File: src/sv/b64d_pkg.sv
package b64d_pkg;

    localparam logic [7:0] CHAR_LF = 8'h0A;
    localparam logic [7:0] CHAR_CR = 8'h0D;

    localparam logic [1:0] STATUS_BYTE        = 2'd0;
    localparam logic [1:0] STATUS_END_OK      = 2'd1;
    localparam logic [1:0] STATUS_END_BAD_LEN = 2'd2;

    localparam logic [1:0] POS_FIRST  = 2'd0;
    localparam logic [1:0] POS_SECOND = 2'd1;
    localparam logic [1:0] POS_THIRD  = 2'd2;
    localparam logic [1:0] POS_FOURTH = 2'd3;

    // work handed from the front to the back: up to three bytes and a status item
    typedef struct packed {
        logic [2:0][7:0] bytes;
        logic [1:0]      byte_count;
        logic            has_status;
        logic [1:0]      status;
    } b64d_job_t;

    // bit 6 set means the character is not in the alphabet
    function automatic logic [6:0] symbol_value(input logic [7:0] ch);
        logic [6:0] v;
        v = 7'd64;
        if (ch >= 8'h41 && ch <= 8'h5A)
            v = 7'(ch - 8'h41);
        else if (ch >= 8'h61 && ch <= 8'h7A)
            v = 7'(ch - 8'h61 + 8'd26);
        else if (ch >= 8'h30 && ch <= 8'h39)
            v = 7'(ch - 8'h30 + 8'd52);
        else if (ch == 8'h2B)
            v = 7'd62;
        else if (ch == 8'h2F)
            v = 7'd63;
        return v;
    endfunction

endpackage

File: src/sv/b64d_front.sv
module b64d_front
    import b64d_pkg::*;
(
    input  logic      clk,
    input  logic      rst_n,
    input  logic      accept,
    input  logic [7:0] char_code,
    input  logic      end_of_text,
    output logic      push,
    output b64d_job_t job
);

    logic [17:0] sextet_buffer_reg, sextet_buffer_next;
    logic [1:0]  group_position_reg, group_position_next;
    logic        decoding_stopped_reg, decoding_stopped_next;

    logic [6:0] v;
    logic       is_sym;
    logic [5:0] s0, s1, s2;
    logic [1:0] pos_upd;
    logic       stop_upd;

    assign v      = symbol_value(char_code);
    assign is_sym = ~v[6];
    assign s0     = sextet_buffer_reg[17:12];
    assign s1     = sextet_buffer_reg[11:6];
    assign s2     = sextet_buffer_reg[5:0];

    always_comb
    begin
        sextet_buffer_next    = sextet_buffer_reg;
        group_position_next   = group_position_reg;
        decoding_stopped_next = decoding_stopped_reg;
        job                   = '0;

        if (!decoding_stopped_reg)
        begin
            if (group_position_reg == POS_FIRST)
            begin
                // line breaks between groups are skipped
                if (char_code != CHAR_LF && char_code != CHAR_CR)
                begin
                    sextet_buffer_next  = {(is_sym ? v[5:0] : 6'd0), 12'd0};
                    group_position_next = POS_SECOND;
                end
            end
            else if (!is_sym)
            begin
                case (group_position_reg)
                    POS_SECOND:
                    begin
                        job.byte_count = 2'd1;
                        job.bytes[0]   = {s0, 2'b00};
                    end
                    POS_THIRD:
                    begin
                        job.byte_count = 2'd1;
                        job.bytes[0]   = {s0, s1[5:4]};
                    end
                    default:
                    begin
                        job.byte_count = 2'd2;
                        job.bytes[0]   = {s0, s1[5:4]};
                        job.bytes[1]   = {s1[3:0], s2[5:2]};
                    end
                endcase
                decoding_stopped_next = 1'b1;
                group_position_next   = POS_FIRST;
                sextet_buffer_next    = '0;
            end
            else if (group_position_reg != POS_FOURTH)
            begin
                if (group_position_reg == POS_SECOND)
                    sextet_buffer_next[11:6] = v[5:0];
                else
                    sextet_buffer_next[5:0] = v[5:0];
                group_position_next = group_position_reg + 2'd1;
            end
            else
            begin
                job.byte_count      = 2'd3;
                job.bytes[0]        = {s0, s1[5:4]};
                job.bytes[1]        = {s1[3:0], s2[5:2]};
                job.bytes[2]        = {s2[1:0], v[5:0]};
                group_position_next = POS_FIRST;
                sextet_buffer_next  = '0;
            end
        end

        pos_upd  = group_position_next;
        stop_upd = decoding_stopped_next;

        if (end_of_text)
        begin
            job.has_status = 1'b1;
            job.status     = (pos_upd != POS_FIRST && !stop_upd) ? STATUS_END_BAD_LEN
                                                                 : STATUS_END_OK;
            sextet_buffer_next    = '0;
            group_position_next   = POS_FIRST;
            decoding_stopped_next = 1'b0;
        end
    end

    assign push = accept && (job.has_status || job.byte_count != 2'd0);

    always_ff @(posedge clk or negedge rst_n)
    begin
        if (!rst_n)
        begin
            sextet_buffer_reg    <= '0;
            group_position_reg   <= POS_FIRST;
            decoding_stopped_reg <= 1'b0;
        end
        else if (accept)
        begin
            sextet_buffer_reg    <= sextet_buffer_next;
            group_position_reg   <= group_position_next;
            decoding_stopped_reg <= decoding_stopped_next;
        end
    end

endmodule

File: src/sv/b64d_queue.sv
module b64d_queue
    import b64d_pkg::*;
#(
    parameter int DEPTH = 2
)
(
    input  logic      clk,
    input  logic      rst_n,
    input  logic      push,
    input  b64d_job_t wr_job,
    output logic      full,
    input  logic      pop,
    output logic      not_empty,
    output b64d_job_t rd_job
);

    localparam int PTR_W = (DEPTH > 1) ? $clog2(DEPTH) : 1;
    localparam int CNT_W = $clog2(DEPTH + 1);
    localparam logic [PTR_W-1:0] LAST_PTR = PTR_W'(DEPTH - 1);
    localparam logic [CNT_W-1:0] FULL_CNT = CNT_W'(DEPTH);

    b64d_job_t mem [DEPTH];

    logic [PTR_W-1:0] wr_ptr_reg, wr_ptr_next;
    logic [PTR_W-1:0] rd_ptr_reg, rd_ptr_next;
    logic [CNT_W-1:0] count_reg, count_next;

    assign full      = (count_reg == FULL_CNT);
    assign not_empty = (count_reg != '0);
    assign rd_job    = mem[rd_ptr_reg];

    always_comb
    begin
        wr_ptr_next = wr_ptr_reg;
        rd_ptr_next = rd_ptr_reg;
        count_next  = count_reg;
        if (push)
            wr_ptr_next = (wr_ptr_reg == LAST_PTR) ? '0 : wr_ptr_reg + 1'b1;
        if (pop)
            rd_ptr_next = (rd_ptr_reg == LAST_PTR) ? '0 : rd_ptr_reg + 1'b1;
        if (push && !pop)
            count_next = count_reg + 1'b1;
        else if (pop && !push)
            count_next = count_reg - 1'b1;
    end

    always_ff @(posedge clk)
    begin
        if (push)
            mem[wr_ptr_reg] <= wr_job;
    end

    always_ff @(posedge clk or negedge rst_n)
    begin
        if (!rst_n)
        begin
            wr_ptr_reg <= '0;
            rd_ptr_reg <= '0;
            count_reg  <= '0;
        end
        else
        begin
            wr_ptr_reg <= wr_ptr_next;
            rd_ptr_reg <= rd_ptr_next;
            count_reg  <= count_next;
        end
    end

endmodule

File: src/sv/b64d_back.sv
module b64d_back
    import b64d_pkg::*;
(
    input  logic      clk,
    input  logic      rst_n,
    input  logic      job_valid,
    input  b64d_job_t job,
    output logic      pop,
    output logic      out_valid,
    input  logic      out_ready,
    output logic [7:0] data_byte,
    output logic [1:0] status,
    output logic      last_of_run
);

    b64d_job_t  job_reg;
    logic       busy_reg, busy_next;
    logic [1:0] idx_reg, idx_next;
    logic [2:0] total;
    logic       xfer;

    assign total       = {1'b0, job_reg.byte_count} + {2'b00, job_reg.has_status};
    assign last_of_run = ({1'b0, idx_reg} + 3'd1) == total;
    assign out_valid   = busy_reg;
    assign xfer        = busy_reg && out_ready;
    assign pop         = job_valid && (!busy_reg || (xfer && last_of_run));

    always_comb
    begin
        data_byte = 8'd0;
        status    = job_reg.status;
        if (idx_reg < job_reg.byte_count)
        begin
            status = STATUS_BYTE;
            case (idx_reg)
                2'd0:    data_byte = job_reg.bytes[0];
                2'd1:    data_byte = job_reg.bytes[1];
                2'd2:    data_byte = job_reg.bytes[2];
                default: data_byte = 8'd0;
            endcase
        end
    end

    always_comb
    begin
        busy_next = busy_reg;
        idx_next  = idx_reg;
        if (pop)
        begin
            busy_next = 1'b1;
            idx_next  = 2'd0;
        end
        else if (xfer && last_of_run)
            busy_next = 1'b0;
        else if (xfer)
            idx_next = idx_reg + 2'd1;
    end

    always_ff @(posedge clk)
    begin
        if (pop)
            job_reg <= job;
    end

    always_ff @(posedge clk or negedge rst_n)
    begin
        if (!rst_n)
        begin
            busy_reg <= 1'b0;
            idx_reg  <= 2'd0;
        end
        else
        begin
            busy_reg <= busy_next;
            idx_reg  <= idx_next;
        end
    end

endmodule

File: src/sv/base64_stream_decoder_core.sv
// path: each job is queued, then loaded into the back end's job register (front, queue, back)
// throughput: one character per cycle while the job queue has room; the back end
// sends one result per cycle while m_tready is high, and drains up to four per character
// the queue depth (QUEUE_DEPTH jobs) sets how long the input runs ahead of the output
// reset: rst_n asynchronous, active low; clears group state, queue and output side
module base64_stream_decoder_core
    import b64d_pkg::*;
#(
    parameter int QUEUE_DEPTH = 2
)
(
    input  logic       clk,
    input  logic       rst_n,
    input  logic       s_tvalid,
    output logic       s_tready,
    input  logic [7:0] s_tdata,   // [7:0] char_code
    input  logic       s_tlast,   // end_of_text
    output logic       m_tvalid,
    input  logic       m_tready,
    output logic [7:0] m_tdata,   // [7:0] data_byte
    output logic [1:0] m_tuser,   // [1:0] status
    output logic       m_tlast    // last_of_run
);

    logic      accept;
    logic      push;
    logic      full;
    logic      not_empty;
    logic      pop;
    b64d_job_t wr_job;
    b64d_job_t rd_job;

    assign s_tready = !full;
    assign accept   = s_tvalid && s_tready;

    b64d_front u_front (
        .clk         (clk),
        .rst_n       (rst_n),
        .accept      (accept),
        .char_code   (s_tdata),
        .end_of_text (s_tlast),
        .push        (push),
        .job         (wr_job)
    );

    b64d_queue #(
        .DEPTH (QUEUE_DEPTH)
    ) u_queue (
        .clk       (clk),
        .rst_n     (rst_n),
        .push      (push),
        .wr_job    (wr_job),
        .full      (full),
        .pop       (pop),
        .not_empty (not_empty),
        .rd_job    (rd_job)
    );

    b64d_back u_back (
        .clk         (clk),
        .rst_n       (rst_n),
        .job_valid   (not_empty),
        .job         (rd_job),
        .pop         (pop),
        .out_valid   (m_tvalid),
        .out_ready   (m_tready),
        .data_byte   (m_tdata),
        .status      (m_tuser),
        .last_of_run (m_tlast)
    );

endmodule
File: config.mk
export PLATFORM = sky130hd
export DESIGN_NAME = base64_stream_decoder_core
export DESIGN_NICKNAME = d
export VERILOG_FILES = /design/src/sv/b64d_pkg.sv /design/src/sv/b64d_front.sv /design/src/sv/b64d_queue.sv /design/src/sv/b64d_back.sv /design/src/sv/base64_stream_decoder_core.sv
export SDC_FILE = /design/constraint.sdc
export NUM_CORES = 1
export LEC_CHECK = 0
export BUFFER_PORTS_ARGS = -buffer_cell sky130_fd_sc_hd__buf_2
export CORE_UTILIZATION = 61
export DETAILED_ROUTE_END_ITERATION = 10
export GPL_ROUTABILITY_DRIVEN = 1
export GPL_TIMING_DRIVEN = 0
export HOLD_SLACK_MARGIN = 0.06
export PLACE_DENSITY = 0.79
export SYNTH_ARGS = -nofsm -noshare
export SYNTH_HDL_FRONTEND = slang
export SYNTH_SLANG_ARGS = --single-unit
File: constraint.sdc
create_clock -name clk -period 5.7 [get_ports clk]
set_input_delay 0.57 -clock clk [delete_from_list [all_inputs] [get_ports clk]]
set_output_delay 0.57 -clock clk [all_outputs]
set_load 0.1 [all_outputs]
==> impl_metrics.json <==
{
  "overflow": 0,
  "synth_mux_area_share_pct": 7.910,
  "max_freq_mhz": 287.5,
  "grt_start_max_net_pins": 30,
  "fp-row-count": 34,
  "p_comb_share_pct": 39.5,
  "switchingPower_mw": 1.502,
  "ir_worst_vdd_v": 0.0005034,
  "clock_latency_ns": 0.50,
  "seq_power_share_pct": 34.7,
  "cts_tree": "done",
  "seq_area_um2": 3313,
  "status": "finished, violations left",
  "violations": "DRC",
  "synth_compound_area_share_pct": 12.70,
  "min_period_ns": 3.479,
  "cts_hold_buf": 0,
  "dpl.hpwl_um": 7715,
  "clk_pin_slew_worst_paths_ns": 0.05,
  "antenna_found_initial": 0,
  "route.detailed.drc": 2,
  "power_frac_clock_pct": 25.8,
  "n_fill_cell": 579,
  "post-cts-setup-buffers": 0,
  "path_common_cell": "buf_2",
  "largest_reg_flops": 58,
  "grt_pass1_wl_um": 17950,
  "drt-wirelength-per-cell_um": 18.94,
  "yosys_warnings": 0,
  "final.setup.tns_ns": 0,
  "synth_fa_ha_area_share_pct": 4.875,
  "final_common_cell": "edfxtp_1",
  "netlist_instances": 422,
  "grt.total_usage_pct": 25.08,
  "holdWs_ns": 0.1003,
  "synth_seq_area_share_pct": 58.67,
  "hp-class": "input pin to async pin",
  "p_per_area_nw_per_um2": 561.2,
  "finalSetupViolCount": 0,
  "yosys_most_used_dff": "edfxtp_1",
  "drt-pass1-iter-count": 8,
  "diodes": 0,
  "path_buf_inv": 5,
  "htreeDepth": 4,
  "tightestPinTransition_ns": 1.133,
  "synth_seq_cells": 115,
  "synth.avg_cell_area_um2": 13.38,
  "final_nets": 504,
  "max-clock-path-buffers": 2,
  "end_kind": "flop",
  "hold_violations": 0,
  "slew_viol_final": 0,
  "cts_root_buf": "clkbuf_8",
  "chipHeight_um": 98.21,
  "rsz0062_at_grt": "no",
  "path_cells": "buf_2 > buf_2 > inv_1 > ha_1 > a21o_1 > o311a_4 > nor3_2 > o311ai_1 > buf_2 > o211a_1 > nor3b_4 > buf_8",
  "crit_path_top_delay_cell": "nor3b_4",
  "crit_required_ns": 5.90,
  "io_buffers": 25,
  "die_w_um": 98.21,
  "cts_resized": 0,
  "swShare_pct": 41.24,
  "place.gp.congestion": 0.9054,
  "grt_pass1_vias": 3521,
  "fin_skew_ns": 0.007651,
  "ios": 26,
  "dp.cells": 558,
  "synth-edff-count": 87,
  "synth_xor_area_share_pct": 1.706,
  "numCtsBuffers": 17,
  "postSynth.asyncResetShare_pct": 24.35,
  "p_int_mw": 2.141,
  "start_kind": "input pin",
  "viasPerCell": 6.027,
  "post-route-period-util_pct": 61.03,
  "syn_area_um2": 5647,
  "core_area_um2": 8848,
  "die_area_um2": 9645,
  "synthDistinctLibCells": 71,
  "cp_data_arrival_time_ns": 3.68,
  "drt_iter0_drc": 262,
  "multiInputGateArea_um2": 2155,
  "drive_above_1_share_pct": 23.86,
  "slew_headroom_pct": 24.38,
  "clkSinkCount": 115,
  "crit_type": "input pin to flop",
  "yosys.area_share.simple_pct": 10.77,
  "synth_fp_nets": 457,
  "cp_max_fo": 16,
  "drv_cap": 0,
  "vias": 3556,
  "synth_top_family_by_area": "compound AO/OA/AOI/OAI gates",
  "areaGrowthSynthToFinish_pct": 14.96,
  "max_stage_delay_ns": 0.77,
  "fin_cells": 590,
  "p_leak_nw": 2.507,
  "routed_wl_um": 11180,
  "most-common-layout-cells": "edfxtp_1 (87), inv_1 (30), buf_2 (30)",
  "crit_family": "simple AND/OR/NAND/NOR gates",
  "ant_nets": 0,
  "start_util_pct": 63.82
}
[kinds of logic (layout without fill, tap and decap cells)]
group / after synthesis / after routing
compound gates: 77 / 77
xor+xnor: 11 / 11
fa+ha+maj: 22 / 22
buf+inv: 46 / 106
flops: 115 / 115
mux: 41 / 41
simple gates: 110 / 110
[layout make-up]
type                       instances  area share, %
sequential                       115          51.04
clock inverter                    11          1.330
buffer                            16          1.195
multi-input combinational        261          33.19
timing repair buffer              28          2.506
inverter                          30          1.735
tap                              108          2.082
clock buffer                      21          6.920
[Yosys cell counts, types with 4 or more instances]
| library cell | instances | area (um^2) |
|---|---|---|
| o21ai_0 | 11 | 55.05 |
| o2bb2ai_1 | 6 | 52.55 |
| ha_1 | 22 | 275.3 |
| nand3_1 | 9 | 45.04 |
| buf_1 | 4 | 15.01 |
| inv_1 | 30 | 112.6 |
| nor3_1 | 9 | 45.04 |
| and2_1 | 14 | 87.58 |
| clkbuf_1 | 5 | 18.77 |
| xnor2_1 | 8 | 70.07 |
| nand2_1 | 17 | 63.81 |
| buf_2 | 5 | 25.02 |
| a222oi_1 | 9 | 90.09 |
| nand2b_1 | 4 | 25.02 |
| mux2_2 | 29 | 326.6 |
| a21oi_1 | 4 | 20.02 |
| dfrtp_1 | 28 | 700.7 |
| mux2i_1 | 12 | 120.1 |
| nor2_1 | 26 | 97.59 |
| nor2b_1 | 12 | 75.07 |
| edfxtp_1 | 87 | 2613 |
[final timing paths]
path / to / from / slack (ns) / depth (start not counted)
worst max-delay path: u_queue.mem[1][24] / s_tdata[2] / 2.22 / 12
worst min-delay path: u_back.idx_reg[1] / rst_n / 0.10 / 1
worst max register to register: u_queue.mem[1][24] / u_front.group_position_reg[0] / 2.41 / 10
worst min register to register: u_front.sextet_buffer_reg[17] / u_front.sextet_buffer_reg[17] / 0.50 / 1
max in group asynchronous: u_front.sextet_buffer_reg[11] / rst_n / 5.14 / 1
min in group clk: u_queue.mem[0][2] / s_tlast / 0.27 / 1
[through the flow]
| stage | worst slack, ns | instance area [um^2] | power (mW) | util (%) |
|---|---|---|---|---|
| final | 2.221 | 6491 | 3.643 | 73.36 |
| after global placement | -0.3365 | 5907 | 2.637 | 66.76 |
| after detailed placement | 1.753 | 5956 | 2.696 | 67.31 |
| after CTS | 2.263 | 6491 | 3.658 | 73.36 |
| after global routing | 2.026 | 6491 | 3.791 | 73.36 |
| after floorplan | 1.024 | 5647 | 2.400 | - |
[routing by layer]
| metal | global-route usage, % | routed length (um) | vias to the layer above |
|---|---|---|---|
| li1 | - | - | 1691 |
| met1 | 31.06 | 4864 | 1741 |
| met2 | 41.87 | 5647 | 99 |
| met3 | 6.514 | 364 | 25 |
| met4 | 10.91 | 299 | 0 |
| met5 | 0 | 0 | - |
[power groups by stage]
stage	registers (mW)	clock network [mW]	logic, mW
6_report	1.27	0.939	1.44
4_1_cts	1.27	0.951	1.44
3_3_place_gp	1.27	0	1.37
2_1_floorplan	1.26	0	1.14
3_5_place_dp	1.28	0	1.42
5_1_grt	1.28	0.990	1.52
Note: power is estimated with default switching activity, not from simulation.
